--- src/design/bida_pkg.sv ---
// Shared types and constants for the next-fit bitmap identifier allocator.
package bida_pkg;

  localparam int unsigned LIMIT_W       = 9;
  localparam int unsigned ID_W          = 9;
  localparam int unsigned IDENT_W       = 8;
  localparam int unsigned OP_W          = 2;
  localparam int unsigned DEF_MAX_IDS   = 256;
  localparam int unsigned DEF_WORD_BITS = 32;
  localparam int unsigned RECIP_SHIFT   = 16;
  localparam logic [LIMIT_W-1:0] LIMIT_RESET = 9'd256;

  typedef enum logic [OP_W-1:0] {
    OP_ALLOC   = 2'd0,
    OP_RELEASE = 2'd1,
    OP_QUERY   = 2'd2
  } op_t;

  typedef enum logic [1:0] {
    S_IDLE,
    S_READ,
    S_EVAL,
    S_RESP
  } state_t;

  typedef struct packed {
    logic load;
    logic rd_en;
    logic commit;
    logic advance;
  } cmd_t;

  typedef struct packed {
    logic eval_done;
  } stat_t;

endpackage

--- src/design/bida_ctrl.sv ---
// Controller state machine sequencing requests through the map datapath.
module bida_ctrl
  import bida_pkg::*;
(
  input  logic  clk,
  input  logic  rst,
  input  logic  s_tvalid,
  output logic  s_tready,
  output logic  m_tvalid,
  input  logic  m_tready,
  input  stat_t stat,
  output cmd_t  cmd
);

  state_t state;
  state_t state_next;

  always_ff @(posedge clk) begin
    if (rst) begin
      state <= S_IDLE;
    end else begin
      state <= state_next;
    end
  end

  always_comb begin
    state_next = state;
    case (state)
      S_IDLE: begin
        if (s_tvalid) begin
          state_next = S_READ;
        end
      end
      S_READ: begin
        state_next = S_EVAL;
      end
      S_EVAL: begin
        if (stat.eval_done) begin
          state_next = S_RESP;
        end else begin
          state_next = S_READ;
        end
      end
      S_RESP: begin
        if (m_tready) begin
          state_next = S_IDLE;
        end
      end
      default: begin
        state_next = S_IDLE;
      end
    endcase
  end

  always_comb begin
    s_tready    = 1'b0;
    m_tvalid    = 1'b0;
    cmd         = '0;
    case (state)
      S_IDLE: begin
        s_tready = 1'b1;
        cmd.load = s_tvalid;
      end
      S_READ: begin
        cmd.rd_en = 1'b1;
      end
      S_EVAL: begin
        cmd.commit  = stat.eval_done;
        cmd.advance = !stat.eval_done;
      end
      S_RESP: begin
        m_tvalid = 1'b1;
      end
      default: begin
        cmd = '0;
      end
    endcase
  end

  a_no_overlap: assert property (@(posedge clk) disable iff (rst)
    !(s_tready && m_tvalid))
    else $error("input and output sides open together");

  a_accept_reads: assert property (@(posedge clk) disable iff (rst)
    (s_tvalid && s_tready) |=> (state == S_READ))
    else $error("accepted transfer did not start a map read");

  a_read_then_eval: assert property (@(posedge clk) disable iff (rst)
    (state == S_READ) |=> (state == S_EVAL))
    else $error("map read not followed by evaluation");

endmodule

--- src/design/bida_datapath.sv ---
// Datapath holding the used-ID map, search hint, limit and result registers.
module bida_datapath
  import bida_pkg::*;
#(
  parameter int unsigned MAX_IDS   = DEF_MAX_IDS,
  parameter int unsigned WORD_BITS = DEF_WORD_BITS
) (
  input  logic               clk,
  input  logic               rst,
  input  logic               cfg_we,
  input  logic [LIMIT_W-1:0] cfg_value,
  input  logic [OP_W-1:0]    req_op,
  input  logic [IDENT_W-1:0] req_ident,
  input  cmd_t               cmd,
  output stat_t              stat,
  output logic               res_status,
  output logic [IDENT_W-1:0] res_granted,
  output logic               res_in_use
);

  localparam int unsigned MAP_WORDS = (MAX_IDS + WORD_BITS - 1) / WORD_BITS;
  localparam int unsigned WIDX_W    = (MAP_WORDS > 1) ? $clog2(MAP_WORDS) : 1;
  localparam int unsigned BIT_W     = $clog2(WORD_BITS);
  localparam int unsigned RECIP     = ((1 << RECIP_SHIFT) + WORD_BITS - 1) / WORD_BITS;
  localparam logic [BIT_W-1:0] TOP_BIT = BIT_W'(WORD_BITS - 1);

  function automatic logic [ID_W-1:0] quot(input logic [ID_W-1:0] x);
    logic [31:0] p;
    p = 32'(x) * 32'(RECIP);
    return p[RECIP_SHIFT +: ID_W];
  endfunction

  function automatic logic [BIT_W-1:0] rem(input logic [ID_W-1:0] x);
    logic [31:0] r;
    r = 32'(x) - 32'(quot(x)) * 32'(WORD_BITS);
    return r[BIT_W-1:0];
  endfunction

  function automatic logic [LIMIT_W-1:0] clamp(input logic [LIMIT_W-1:0] v);
    logic [LIMIT_W-1:0] c;
    c = v;
    if (32'(v) > 32'(MAX_IDS)) begin
      c = LIMIT_W'(MAX_IDS);
    end
    if (c == '0) begin
      c = LIMIT_W'(1);
    end
    return c;
  endfunction

  localparam logic [LIMIT_W-1:0] LIM_RST  = clamp(LIMIT_RESET);
  localparam logic [ID_W-1:0]    LAST_RST = ID_W'(LIM_RST - LIMIT_W'(1));

  logic [LIMIT_W-1:0]   limit;
  logic [WIDX_W-1:0]    last_word;
  logic [BIT_W-1:0]     last_off;
  logic [ID_W-1:0]      hint;
  op_t                  op_q;
  logic [IDENT_W-1:0]   ident_q;
  logic [BIT_W-1:0]     id_off;
  logic [WIDX_W-1:0]    cur_word;
  logic [WIDX_W-1:0]    start_word;
  logic [BIT_W-1:0]     start_off;
  logic                 second;
  logic [WORD_BITS-1:0] mem [MAP_WORDS];
  logic [MAP_WORDS-1:0] word_vld;
  logic [WORD_BITS-1:0] rd_data;
  logic                 rd_vld;

  logic [LIMIT_W-1:0]   cfg_lim;
  logic [ID_W-1:0]      cfg_last;
  logic [ID_W-1:0]      start_id;
  logic [ID_W-1:0]      req_id;
  logic                 req_in_range;
  logic [WORD_BITS-1:0] word;
  logic [WORD_BITS-1:0] lim_mask;
  logic [WORD_BITS-1:0] hi_mask;
  logic [WORD_BITS-1:0] free;
  logic [WORD_BITS-1:0] low;
  logic [BIT_W-1:0]     bit_idx;
  logic                 hit;
  logic [31:0]          id_sum;
  logic [ID_W-1:0]      found_id;
  logic [ID_W-1:0]      id_inc;
  logic [ID_W-1:0]      hint_new;
  logic                 in_range;
  logic [WIDX_W-1:0]    nxt_word;
  logic                 wr_en;
  logic [WORD_BITS-1:0] wr_data;

  assign cfg_lim      = clamp(cfg_value);
  assign cfg_last     = ID_W'(cfg_lim - LIMIT_W'(1));
  assign start_id     = (hint >= limit) ? '0 : hint;
  assign req_id       = ID_W'(req_ident);
  assign req_in_range = req_id < limit;

  always_comb begin
    if (rd_vld) begin
      word = rd_data;
    end else if (cur_word == '0) begin
      word = WORD_BITS'(1);
    end else begin
      word = '0;
    end
  end

  always_comb begin
    lim_mask = '1;
    if (cur_word == last_word) begin
      lim_mask = {WORD_BITS{1'b1}} >> (TOP_BIT - last_off);
    end
    hi_mask = {WORD_BITS{1'b1}} << start_off;
    free    = ~word & lim_mask;
    if (cur_word == start_word) begin
      free = free & (second ? ~hi_mask : hi_mask);
    end
    low     = free & (~free + WORD_BITS'(1));
    hit     = |free;
    bit_idx = '0;
    for (int b = 0; b < WORD_BITS; b++) begin
      if (low[b]) begin
        bit_idx = bit_idx | BIT_W'(b);
      end
    end
  end

  assign id_sum    = 32'(cur_word) * 32'(WORD_BITS) + 32'(bit_idx);
  assign found_id  = id_sum[ID_W-1:0];
  assign id_inc    = found_id + ID_W'(1);
  assign hint_new  = (id_inc == ID_W'(limit)) ? '0 : id_inc;
  assign in_range  = ID_W'(ident_q) < limit;
  assign nxt_word  = (cur_word == last_word) ? '0 : cur_word + WIDX_W'(1);
  assign stat.eval_done = (op_q != OP_ALLOC) || hit || second;

  always_comb begin
    wr_en   = 1'b0;
    wr_data = word;
    if (cmd.commit) begin
      if (op_q == OP_ALLOC && hit) begin
        wr_en   = 1'b1;
        wr_data = word | low;
      end else if (op_q == OP_RELEASE && in_range) begin
        wr_en   = 1'b1;
        wr_data = word & ~(WORD_BITS'(1) << id_off);
      end
    end
  end

  always_ff @(posedge clk) begin
    if (wr_en) begin
      mem[cur_word] <= wr_data;
    end
    if (cmd.rd_en) begin
      rd_data <= mem[cur_word];
    end
  end

  always_ff @(posedge clk) begin
    if (rst) begin
      limit     <= LIM_RST;
      last_word <= WIDX_W'(quot(LAST_RST));
      last_off  <= rem(LAST_RST);
      hint      <= ID_W'(1);
      word_vld  <= '0;
      rd_vld    <= 1'b0;
    end else if (cfg_we) begin
      limit     <= cfg_lim;
      last_word <= WIDX_W'(quot(cfg_last));
      last_off  <= rem(cfg_last);
      hint      <= ID_W'(1);
      word_vld  <= '0;
    end else begin
      if (wr_en) begin
        word_vld[cur_word] <= 1'b1;
      end
      if (cmd.rd_en) begin
        rd_vld <= word_vld[cur_word];
      end
      if (cmd.commit && op_q == OP_ALLOC && hit) begin
        hint <= hint_new;
      end
    end
  end

  always_ff @(posedge clk) begin
    if (cmd.load) begin
      op_q    <= op_t'(req_op);
      ident_q <= req_ident;
      id_off  <= rem(req_id);
      second  <= 1'b0;
      start_word <= WIDX_W'(quot(start_id));
      start_off  <= rem(start_id);
      if (op_t'(req_op) == OP_ALLOC) begin
        cur_word <= WIDX_W'(quot(start_id));
      end else if (req_in_range) begin
        cur_word <= WIDX_W'(quot(req_id));
      end else begin
        cur_word <= '0;
      end
    end else if (cmd.advance) begin
      cur_word <= nxt_word;
      second   <= (nxt_word == start_word);
    end
    if (cmd.commit) begin
      case (op_q)
        OP_ALLOC: begin
          res_status  <= !hit;
          res_granted <= hit ? found_id[IDENT_W-1:0] : '0;
          res_in_use  <= 1'b0;
        end
        OP_QUERY: begin
          res_status  <= 1'b0;
          res_granted <= '0;
          res_in_use  <= in_range && word[id_off];
        end
        default: begin
          res_status  <= 1'b0;
          res_granted <= '0;
          res_in_use  <= 1'b0;
        end
      endcase
    end
  end

  a_hit_in_limit: assert property (@(posedge clk) disable iff (rst)
    (cmd.commit && op_q == OP_ALLOC && hit) |-> (found_id < limit))
    else $error("granted ID lies at or above the limit");

  a_hint_in_limit: assert property (@(posedge clk) disable iff (rst)
    (cmd.commit && op_q == OP_ALLOC && hit) |=> (hint < limit))
    else $error("search hint left at or above the limit");

  a_write_on_commit: assert property (@(posedge clk) disable iff (rst)
    wr_en |-> (cmd.commit && !cmd.rd_en && !cfg_we))
    else $error("map written outside a commit");

endmodule

--- src/design/bitmap_id_allocator_next_fit.sv ---
// Top level of the next-fit bitmap identifier allocator.
// Requests arrive on the s_ group: s_tuser carries the operation (allocate,
// release or query) and s_tdata the identifier for release and query.
// Every request gives exactly one result transfer on the m_ group: m_tuser is
// the pool-full status, m_tdata the granted identifier and the query flag.
// The cfg_ channel writes the identifier limit; a write clears the map,
// reserves identifier 0 and sets the search hint to 1. cfg_ready is always high.
// One request is in flight at a time. Release, query and an allocation that
// finds a free identifier in the first map word visited go through one map
// read and one evaluation. An allocation scans one map word at a time
// (registered memory read, then evaluation) and visits at most the number
// of words covering the limit plus one.
// A stalled receiver holds the result in place and the block takes no new
// request until the result transfer completes. Reset restores the limit to
// its default, marks only identifier 0 as used and sets the hint to 1 at once.
module bitmap_id_allocator_next_fit
  import bida_pkg::*;
#(
  parameter int unsigned MAX_IDS   = DEF_MAX_IDS,
  parameter int unsigned WORD_BITS = DEF_WORD_BITS
) (
  input  logic               clk,
  input  logic               rst,
  input  logic               cfg_valid,
  output logic               cfg_ready,
  input  logic [LIMIT_W-1:0] cfg_data,
  input  logic               s_tvalid,
  output logic               s_tready,
  input  logic [7:0]         s_tdata,  // [7:0] ident
  input  logic [OP_W-1:0]    s_tuser,  // [1:0] operation
  output logic               m_tvalid,
  input  logic               m_tready,
  output logic [15:0]        m_tdata,  // [7:0] granted_id, [8] in_use, [15:9] zero
  output logic [0:0]         m_tuser   // [0] status
);

  cmd_t               cmd;
  stat_t              stat;
  logic               res_status;
  logic [IDENT_W-1:0] res_granted;
  logic               res_in_use;

  assign cfg_ready = 1'b1;

  bida_ctrl u_ctrl (
    .clk      (clk),
    .rst      (rst),
    .s_tvalid (s_tvalid),
    .s_tready (s_tready),
    .m_tvalid (m_tvalid),
    .m_tready (m_tready),
    .stat     (stat),
    .cmd      (cmd)
  );

  bida_datapath #(
    .MAX_IDS   (MAX_IDS),
    .WORD_BITS (WORD_BITS)
  ) u_datapath (
    .clk         (clk),
    .rst         (rst),
    .cfg_we      (cfg_valid && cfg_ready),
    .cfg_value   (cfg_data),
    .req_op      (s_tuser),
    .req_ident   (s_tdata),
    .cmd         (cmd),
    .stat        (stat),
    .res_status  (res_status),
    .res_granted (res_granted),
    .res_in_use  (res_in_use)
  );

  assign m_tdata = {7'b0, res_in_use, res_granted};
  assign m_tuser = res_status;

endmodule

--- config.mk ---
export PLATFORM = sky130hd
export DESIGN_NAME = bitmap_id_allocator_next_fit
export DESIGN_NICKNAME = d
export VERILOG_FILES = /design/src/design/bida_pkg.sv /design/src/design/bida_ctrl.sv /design/src/design/bida_datapath.sv /design/src/design/bitmap_id_allocator_next_fit.sv
export SDC_FILE = /design/constraint.sdc
export NUM_CORES = 1
export LEC_CHECK = 0
export BUFFER_PORTS_ARGS = -buffer_cell sky130_fd_sc_hd__buf_2
export CAP_MARGIN = 0
export CORE_UTILIZATION = 65
export DETAILED_ROUTE_END_ITERATION = 16
export GPL_TIMING_DRIVEN = 0
export PLACE_DENSITY = 0.89
export SYNTH_ARGS = -nofsm -noshare
export SYNTH_HDL_FRONTEND = slang
export SYNTH_SLANG_ARGS = --single-unit
--- constraint.sdc ---
create_clock -name clk -period 11.63 [get_ports clk]
set_clock_uncertainty 0.1 [all_clocks]
set_input_delay 1.163 -clock clk [delete_from_list [all_inputs] [get_ports clk]]
set_output_delay 1.163 -clock clk [all_outputs]
set_load 0.005 [all_outputs]
### Word level (Yosys, flattened, before mapping)

Memories as Yosys holds them, arrays and structs flattened. A register that Yosys moved wholly into a read port is not among the register bits.
Cells that the tools add are included.

* bits in registers: 74
* bits in writable memories: 256
* bits of input ports: 24
* output and inout port bits: 20
* word-level logic and storage cells: 195
* memories kept: 1

Memory list
* u_datapath.mem: depth 8, width 32, read ports 1, clocked after Yosys merged registers in 1, wr ports 1, RTL line bida_datapath.sv:65 `logic [WORD_BITS-1:0] mem [MAP_WORDS];`

* add/subtract/negate cells: 9
* magnitude comparators: 7
* eq/ne operators: 12
* shift operators: 3
* muxes and demuxes: 112
* bitwise logic cells: 10
* reductions and logical operators: 24

Operators with widths (count)
* 32-bit two-way mux: 11
* 32-bit bitwise AND: 4
* 32-bit NOT: 4
* 5-bit two-way mux: 18
* 9-bit two-way mux: 10
* 8-bit two-way mux: 9
* 3-bit two-way mux: 15
* 32-bit by 1-bit adder with 32-bit output, second input constant: 1
* 4-bit two-way mux: 8
* 32-bit bitwise OR: 1
* 32-bit OR reduction: 1
* 1-bit by 5-bit << shifter with 32-bit output, first input constant: 1
* 32-bit by 5-bit << shifter with 32-bit output, first input constant: 1
* 32-bit by 5-bit right shift with 32-bit output, first input constant: 1
* 1-bit two-way mux: 28
* 8-bit by 9-bit < comparator with 1-bit output: 2
* 2-bit two-way mux: 9
* 5-bit by 1-bit subtractor with 5-bit output, second input constant: 3
* 8-bit by 5-bit adder with 9-bit output: 1
* 9-bit by 1-bit adder with 9-bit output, second input constant: 1
* 3-bit equality test: 3
* 9-bit equality test: 1
* 9-bit >= comparator: 1
* 9-bit > comparator, second input constant: 1
* 23 further kinds: 42

### Longest topological paths before layout

Gate-level depths: netlist of the first run.

* depth after elaboration: 51
* depth in mapped cells: 18

### Hierarchy

Synthesis of the first run repeated with hierarchy kept, for this count alone.

* cells, all modules: 1347
* area, all modules: 16806.1 µm²

By module, submodules not included
* bida_datapath: times used 1, cells an instance 1322, area an instance 16610.9 µm², sequential area each 10299.9 µm²
* bida_ctrl: times used 1, cells an instance 14, area an instance 120.1 µm², sequential area each 40.0 µm²
* bitmap_id_allocator_next_fit: times used 1, cells an instance 11, area an instance 75.1 µm², sequential area each 0.0 µm²

### Worst setup path after synthesis of the first run

Ideal clock, no wire load.

* path type: reg2reg
* from: reg u_datapath.cur_word[1]
* to: mem u_datapath.mem[3][0] (netlist name) (enable)
* setup time: 0.464 ns
* arrival time: 5.424 ns
* required time: 11.066 ns
* setup slack: 5.642 ns
* stages on the path, launching flop included: 16
* path buffers: 4
* clock period less this slack: 5.988 ns
* path through: edfxtp_1 > xnor2_1 > and3_1 > buf_6 > buf_6 > a222oi_1 > a211oi_1 > nor2b_1 > buf_4 > nand4_1 > nor3_1 > a21boi_1 > nand2_1 > and2_0 > clkbuf_1 > nor3_1

* cells in the longest elaborated chain, start to end: 15
* elaborated cells on any way between the ends: 21
* those cells by class: eq/ne: 2; mux: 11; bitwise: 3; reduce/logical: 5

RTL lines
* from (decl): RTL line bida_datapath.sv:61 `logic [WIDX_W-1:0] cur_word;`
* from (signal assigned): RTL line bida_datapath.sv:194 `cur_word <= WIDX_W'(quot(start_id));`
* from (signal assigned): RTL line bida_datapath.sv:196 `cur_word <= WIDX_W'(quot(req_id));`
* from (signal assigned): RTL line bida_datapath.sv:201 `cur_word <= nxt_word;`
* 3-bit zero test: RTL line bida_datapath.sv:100 `end else if (cur_word == '0) begin`
* 1-bit two-way mux: RTL line bida_datapath.sv:100
* 32-bit two-way mux (2 in a row): RTL line bida_datapath.sv:98 `if (rd_vld) begin`
* 32-bit NOT: RTL line bida_datapath.sv:113 `free = ~word & lim_mask;`
* 32-bit bitwise AND: RTL line bida_datapath.sv:113
* 32-bit bitwise AND: RTL line bida_datapath.sv:115 `free = free & (second ? ~hi_mask : hi_mask);`
* 32-bit two-way mux: RTL line bida_datapath.sv:114 `if (cur_word == start_word) begin`
* 32-bit OR reduction: RTL line bida_datapath.sv:118 `hit = |free;`
* 1-bit logical AND or 1-bit logical OR (tied branches): RTL line bida_datapath.sv:139, bida_datapath.sv:133
* 1-bit two-way mux or 1-bit logical OR (tied branches): RTL line bida_datapath.sv:139, bida_datapath.sv:133
* 1-bit two-way mux or 2-bit two-way mux (tied branches): RTL line bida_datapath.sv:138, bida_ctrl.sv:59
* 1-bit two-way mux: RTL line bida_datapath.sv:138 `if (cmd.commit) begin`
* 1-bit two-way mux: RTL line bida_datapath.sv:150 `if (wr_en) begin`
* 1-bit two-way mux (not written as such): RTL line bida_datapath.sv:151 `mem[cur_word] <= wr_data;`
* to (decl): RTL line bida_datapath.sv:65

Several ways; a longest one is shown, not always the timed one. The select of a mux whose other input is x is not followed.

### Final worst setup path of the first run

* from: reg u_datapath.rd_vld
* to: mem u_datapath.mem[3][17] (netlist name) (enable)

* cells in the longest elaborated chain, start to end: 12
* elaborated cells on any way between the ends: 15
* those cells by class: mux: 8; bitwise: 3; reduce/logical: 4

RTL lines
* from (decl): RTL line bida_datapath.sv:68 `logic rd_vld;`
* from (signal assigned): RTL line bida_datapath.sv:177 `rd_vld <= word_vld[cur_word];`
* 32-bit two-way mux *: RTL line bida_datapath.sv:98
* 32-bit NOT *: RTL line bida_datapath.sv:113
* 32-bit bitwise AND *: RTL line bida_datapath.sv:113
* 32-bit bitwise AND: RTL line bida_datapath.sv:115
* 32-bit two-way mux *: RTL line bida_datapath.sv:114
* 32-bit OR reduction *: RTL line bida_datapath.sv:118
* 1-bit logical AND or 1-bit logical OR (tied branches): RTL line bida_datapath.sv:139, bida_datapath.sv:133
* 1-bit two-way mux or 1-bit logical OR (tied branches): RTL line bida_datapath.sv:139, bida_datapath.sv:133
* 1-bit two-way mux or 2-bit two-way mux (tied branches): RTL line bida_datapath.sv:138, bida_ctrl.sv:59
* 1-bit two-way mux *: RTL line bida_datapath.sv:138
* 1-bit two-way mux *: RTL line bida_datapath.sv:150
* 1-bit two-way mux (not written as such) *: RTL line bida_datapath.sv:151

Mark *: on every way between the ends. The rest lies on a longest branch, timed or not. The select of a mux whose other input is x is not followed.

==> results of run 1 <==
==> kinds of logic after synthesis <==
| logic type | synth area share, % |
|---|---|
| xor gates and xnor gates | 2.797 |
| other | 0.04476 |
| and+or+nand+nor | 11.72 |
| DFF | 61.63 |
| adders and majority gates | 2.014 |
| muxes | 1.313 |
| buffers and inverters | 3.610 |
| AOI/OAI and AO/OA | 16.88 |
==> metrics by stage <==
stage	area, µm²	total power, mW	setup slack, ns
2_1_floorplan	16800	1.707	5.642
3_3_place_gp	17390	1.823	2.580
3_5_place_dp	17670	1.837	5.583
4_1_cts	18840	2.952	5.504
5_1_grt	18840	3.034	5.089
6_report	18840	2.969	5.221
==> worst register-to-register path: cells and delay by family, from the launching register on <==
family / cells / cell delay, ns
AO/OA/AOI/OAI: 2 / 0.62
buffers and inverters: 6 / 2.34
flip-flops: 1 / 0.53
AND/OR/NAND/NOR: 7 / 2.57
==> power breakdown <==
group | total, mW | switching, mW | internal (mW) | leakage [nW]
clock network | 1.13 | 0.493 | 0.642 | 0.567
registers | 1.47 | 0.0321 | 1.43 | 3.26
logic | 0.367 | 0.244 | 0.123 | 2.52
total | 2.97 | 0.769 | 2.20 | 6.34
==> layout make-up <==
type | instances | share of cell area [%]
clock inverters | 18 | 0.8302
multi-input cells | 844 | 31.42
well taps | 330 | 2.192
clock buffers | 48 | 5.353
plain buffers | 92 | 2.697
inverters | 26 | 0.5181
repair buffers | 46 | 2.099
flip-flops and latches | 357 | 54.89
==> registers in the layout, summed over array words and instances, names as in the netlist, 4 cells and up <==
signal,flops
u_datapath.hint,9
u_datapath.id_off,4
u_datapath.ident_q,4
u_datapath.last_off,5
u_datapath.limit,9
u_datapath.mem,256
u_datapath.rd_data,32
u_datapath.res_granted,8
u_datapath.start_off,5
u_datapath.word_vld,8
==> cell usage after synthesis (27+ instances only) <==
library cell	instances
o21ai_0	35
xnor2_1	39
nand2_1	64
a22oi_1	148
nand4_1	41
edfxtp_1	319
nor2_1	57
ha_1	27
nand2b_1	28
clkbuf_1	45
a21oi_1	54
and2_1	28
dfxtp_1	38
==> metal layers <==
layer | up-vias | track usage [%]
li1 | 5350 | -
met1 | 6112 | 51.15
met2 | 1119 | 64.34
met3 | 223 | 8.098
met4 | 0 | 23.79
met5 | - | 0
==> worst max path at each step <==
stage                            end  slack (ns)  cells past startpoint
6_report       u_datapath.mem[3][17]        5.22                     15
5_1_grt        u_datapath.mem[3][17]        5.09                     14
4_1_cts        u_datapath.mem[3][17]        5.50                     14
3_5_place_dp   u_datapath.mem[3][17]        5.58                     14
3_3_place_gp   u_datapath.mem[3][17]        2.58                     12
2_1_floorplan   u_datapath.mem[3][0]        5.64                     15
==> impl_metrics.yaml, run 1 <==
outcome:
  status: "finished, final reports clean"
synthesis:
  number_of_distinct_library_cells_after_synthesis: 91
  netlist_instances: 1313
  synth_warn: 0
  ys_dominant_reg_cell: "edfxtp_1"
  share_of_the_yosys_chip_area_belonging_to_registers_pct: 61.63
  post-synth-top-area-cell: "edfxtp_1"
  post_synth_main_area_contributors: "edfxtp_1 (57%), a22oi_1 (6.6%), dfxtp_1 (4.5%), xnor2_1 (2.0%), ha_1 (2.0%)"
  share_of_synthesized_flip_flops_with_an_asynchronous_set_or_reset_pct: 0
  post_synth.cell_area_avg_um2: 12.78
  mappedNetlistArea_um2: 16780
  synth.ff_latch_count: 357
  synth_enable_flop_cells: 319
  yosys_top_cell_area_share_pct: 57.10
finish:
  mostFrequentLayoutCells: "edfxtp_1 (319), a22oi_1 (148), nand2_1 (64)"
  multiInputGateArea_um2: 5919
  layout.core_utilization_pct: 74.59
  filler_cell_count: 1515
  share_of_cells_above_drive_strength_1_pct: 12.23
  mostFrequentLayoutCell: "edfxtp_1"
  nets: 1454
  finalNonFillerCells: 1761
  register_area_um2: 10340
  syn_to_final_growth_pct: 12.28
  num_antenna_cells: 0
worst_setup_path:
  critical_path.reg2reg.startpoint: "u_datapath.rd_vld"
  crit-reg2reg-capture: "u_datapath.mem[3][17]"
  startpoint: "u_datapath.rd_vld"
  worstPathCellList: "clkbuf_1 > buf_2 > buf_2 > nand2_1 > o211ai_1 > nor4b_2 > nand4_1 > nor3_1 > a21boi_1 > nand2_1 > and2_0 > clkbuf_1 > nor3_2 > buf_8 > buf_6"
  timing.critical_path.max_delay_family: "simple AND/OR/NAND/NOR gates"
  timing.critical_path.arrival_ns: 6.60
  timing.reg2reg.setup_slack_ns: 5.22
  buffer_and_inverter_count_on_the_worst_path: 6
  required_ns: 11.82
  critical_path.max_stage_delay_ns: 0.68
  worst-r2r-cell-count: 15
  timing.critical_path.slowest_stage_cell: "nor4b_2"
  critical_path_source_type: "register"
  criticalPathCategory: "reg -> reg"
  cp_max_fo: 10
  worstSetupEndpointType: "register"
clocking:
  clk-insertion-delay-late_ns: 0.54
  cts-root-buf: "clkbuf_16"
  tritoncts: "done"
  postCtsResizedCells: 0
  post_cts.repair.setup_buffers: 0
  hold_buffers: 0
  cts_buffers: 36
  cts.path.max_buffers: 3
  cts_htree_levels: 2
  clock_sink_count: 357
  clkTransAtPathRegs_ns: 0.06
die:
  chipHeight_um: 162.7
  horizontal_die_dimension_um: 162.7
  floorplan.rows: 58
  io-pin-count: 44
  core_um2: 25250
  floorplan.initialDensity_pct: 66.43
  fp.dieArea_um2: 26460
timing:
  grt_setup_unrepaired: "false"
  finalSetupViolCount: 0
  worst_slew_pin_slew_ns: 1.226
  fmax_ghz: 0.1560
  timing.max_slew.rel_slack_pct: 17.61
  hold_violations: 0
  post-route-min-period_ns: 6.409
  final.setup.tns_ns: 0
  drv_slew: 0
  fin_hold_ws_ns: 0.3701
  period_share_pct: 55.11
drt:
  route.vias.total: 12804
  drt.antenna.violating_nets: 0
  route.met2.wl_mm: 24.31
  detail_route.first_pass.iterations: 9
  wirelength_per_cell_um: 29.49
  dr.max_layer_used: "met4"
  initialDrtViolationCount: 2008
  m1WireLength_mm: 17.68
  route.met3.wl_mm: 6.853
  vias_per_cell: 7.271
  post_route_wl_mm: 51.93
  remaining_drc_errors: 0
placed_design:
  hpwl_detailed_mm: 35.11
  placed_cells: 1695
  place.port_buffers: 35
  place.gp.congestion: 1.039
hold_path:
  timing.hold.worst.start: "u_datapath.hint[8]"
  hold_wc_path_type: "reg -> reg"
  hold_path_depth: 2
  endpoint_of_the_worst_hold_timing_path: "u_datapath.hint[8]"
flow_run:
  maxCapViolations: 0
grt:
  grt-ovfl-total: 0
  grt_first_pass_wirelength_mm: 76.51
  grt_start_max_net_pins: 28
  total_grt_usage_pct: 40.21
  initial_antenna_violation_count: 0
  first_global_vias: 12456
pwr:
  total_leakage_power_nw: 6.342
  peakVddDrop_mv: 0.1983
  power_density_nw_per_um2: 157.6
No activity file was read; power rests on OpenSTA's default activity.
==> run 2: changes to the inputs <==
- CORE_UTILIZATION: 65 -> 57
- PLACE_DENSITY: 0.89 -> 0.83
- clock period: 11.63 -> 5.7 ns (I/O delays scaled with it)
==> run 2 against run 1 <==
Compared with the run above:
- die area is 14% higher
- clock-buffer cell count is 7 lower
- routed wire length is 1.7% lower
- non-clock buffer count is 10 higher
- fmax is 15% higher
- total power is 98% higher
- sequential cell count stayed put
- clock power is 90% higher
- global-route usage is 6.4 points lower
==> impl_metrics.yaml, run 2 (synthesized netlist as in run 1, its figures left out) <==
timing:
  fin_hold_ws_ns: 0.1296
  drv_slew: 0
  finalSetupViolCount: 0
  timing.max_slew.rel_slack_pct: 3.992
  final.setup.worst_slack_ns: 0.1262
  grt_setup_unrepaired: "false"
  period_share_pct: 97.79
  worst_slew_pin_slew_ns: 1.429
  post-route-min-period_ns: 5.574
  hold_violations: 0
  fmax_ghz: 0.1794
drt:
  remaining_drc_errors: 0
  post_route_wl_mm: 51.05
  wirelength_per_cell_um: 28.05
  initialDrtViolationCount: 1874
  drt.antenna.violating_nets: 0
  detail_route.first_pass.iterations: 8
  vias_per_cell: 6.953
  route.vias.total: 12655
finish:
  syn_to_final_growth_pct: 13.01
  nets: 1463
  largest_register_ff_count: 256
  largest_register: "u_datapath.mem"
  mostFrequentLayoutCell: "edfxtp_1"
  filler_cell_count: 2080
  share_of_cells_above_drive_strength_1_pct: 13.16
  num_antenna_cells: 0
  mostFrequentLayoutCells: "edfxtp_1 (319), a22oi_1 (148), nand2_1 (64)"
  biggestRegsByFlops: "u_datapath.mem (256), u_datapath.rd_data (32)"
worst_setup_path:
  worstSetupEndpointType: "register"
  worstPathCellList: "xor2_1 > nor4_1 > a221oi_1 > nor2_2 > nand3_1 > or3_1 > buf_4 > nor3_1 > a21boi_2 > nand2_1 > and2_0 > clkbuf_2 > nor3_4 > buf_16 > buf_16"
  critical_path_source_type: "register"
  cp_max_fo: 12
  timing.critical_path.mode_cell: "buf_16"
  required_ns: 5.88
  critical_path.max_stage_delay_ns: 0.88
  timing.critical_path.arrival_ns: 5.76
  timing.critical_path.slowest_stage_cell: "nor4_1"
  criticalPathCategory: "reg -> reg"
grt:
  total_grt_usage_pct: 33.82
  first_global_vias: 12177
  grt-ovfl-total: 0
  grt_first_pass_wirelength_mm: 75.04
  grt_start_max_net_pins: 27
  initial_antenna_violation_count: 0
flow_run:
  maxCapViolations: 0
pwr:
  power_density_nw_per_um2: 310.5
  total_leakage_power_nw: 6.385
  peakVddDrop_mv: 0.3199
hold_path:
  hold_wc_path_type: "in -> reg"
die:
  fp.dieArea_um2: 30120
  io-pin-count: 44
  floorplan.rows: 62
  horizontal_die_dimension_um: 173.6
  core_um2: 28860
  floorplan.initialDensity_pct: 58.14
  chipHeight_um: 173.6
clocking:
  cts-root-buf: "clkbuf_16"
  cts_htree_levels: 2
  cts_buffers: 35
  cts.path.max_buffers: 3
  clk-insertion-delay-late_ns: 0.54
  clock_sink_count: 357
  clkTransAtPathRegs_ns: 0.06
  tritoncts: "done"
outcome:
  status: "finished, final reports clean"
placed_design:
  place.gp.congestion: 1.040
  place.port_buffers: 35
  hpwl_detailed_mm: 35.15
  place_ws_ns: -0.3868
run 2: power breakdown:
group          internal (mW)  leakage (nW)  switching [mW]
combinational          0.258          2.61           0.495
clock                   1.15         0.513           0.993
sequential              2.93          3.26          0.0625
run 2: routing by layer:
| metal | part of all wire, % | up-vias | wire (µm) | global-route usage, % |
|---|---|---|---|---|
| li1 | - | 5373 | - | - |
| met1 | 37 | 6115 | 18640 | 44.33 |
| met2 | 46 | 964 | 23480 | 53.21 |
| met3 | 11 | 203 | 5833 | 5.811 |
| met4 | 6.1 | 0 | 3092 | 20.17 |
| met5 | 0 | - | 0 | 0 |
run 2: area by class of cell:
| class | count | area [µm²] | share of cell area, % |
|---|---|---|---|
| sequential | 357 | 10340 | 54.53 |
| multi-input combinational | 844 | 5961 | 31.44 |
| clock buffer | 41 | 908.4 | 4.791 |
| timing repair buffer | 56 | 525.5 | 2.772 |
| buffer | 92 | 511.7 | 2.699 |
| tap | 384 | 480.5 | 2.534 |
| clock inverter | 20 | 136.4 | 0.7193 |
| inverter | 26 | 97.59 | 0.5147 |
run 2: through the flow:
stage | TNS [ns] | power, mW | std cells | instance area [µm²] | utilization (%)
after global routing | 0 | 6.028 | 1820 | 18960 | 65.70
after global placement | -546.39 | 3.731 | 1738 | 17460 | 60.51
after detailed placement | -50.04 | 3.753 | 1748 | 17760 | 61.53
after CTS | 0 | 5.853 | 1815 | 18890 | 65.44
final | 0 | 5.888 | 1820 | 18960 | 65.70
after floorplan | 0 | 3.483 | 1319 | 16800 | -
run 2: worst max-delay path: cells and delay by family (launching register included):
family | cells | cell delay [ns]
AND/OR/NAND/NOR | 8 | 2.90
XOR/XNOR | 1 | 0.25
flip-flops | 1 | 0.52
AO/OA/AOI/OAI | 2 | 0.59
buffers and inverters | 4 | 0.92
run 2: worst paths after layout:
kind | endpoint | cells after the start | start | slack, ns
min | u_datapath.id_off[3] | 1 | s_tdata[3] | 0.13
min reg2reg | u_datapath.word_vld[0] | 1 | u_datapath.word_vld[0] | 0.37
max | u_datapath.mem[3][3] | 15 | u_datapath.cur_word[1] | 0.13
max reg2reg | u_datapath.mem[3][3] | 15 | u_datapath.cur_word[1] | 0.13
run 2: timing repair:
item / 4_1_cts / 5_1_grt
pin swaps: 2 / 4
setup endpoints to repair: 264 / 379
hold buffers: 0 / 0
setup buffers: 6 / 5
resized for setup: 1 / 10
cloned: 0 / 0
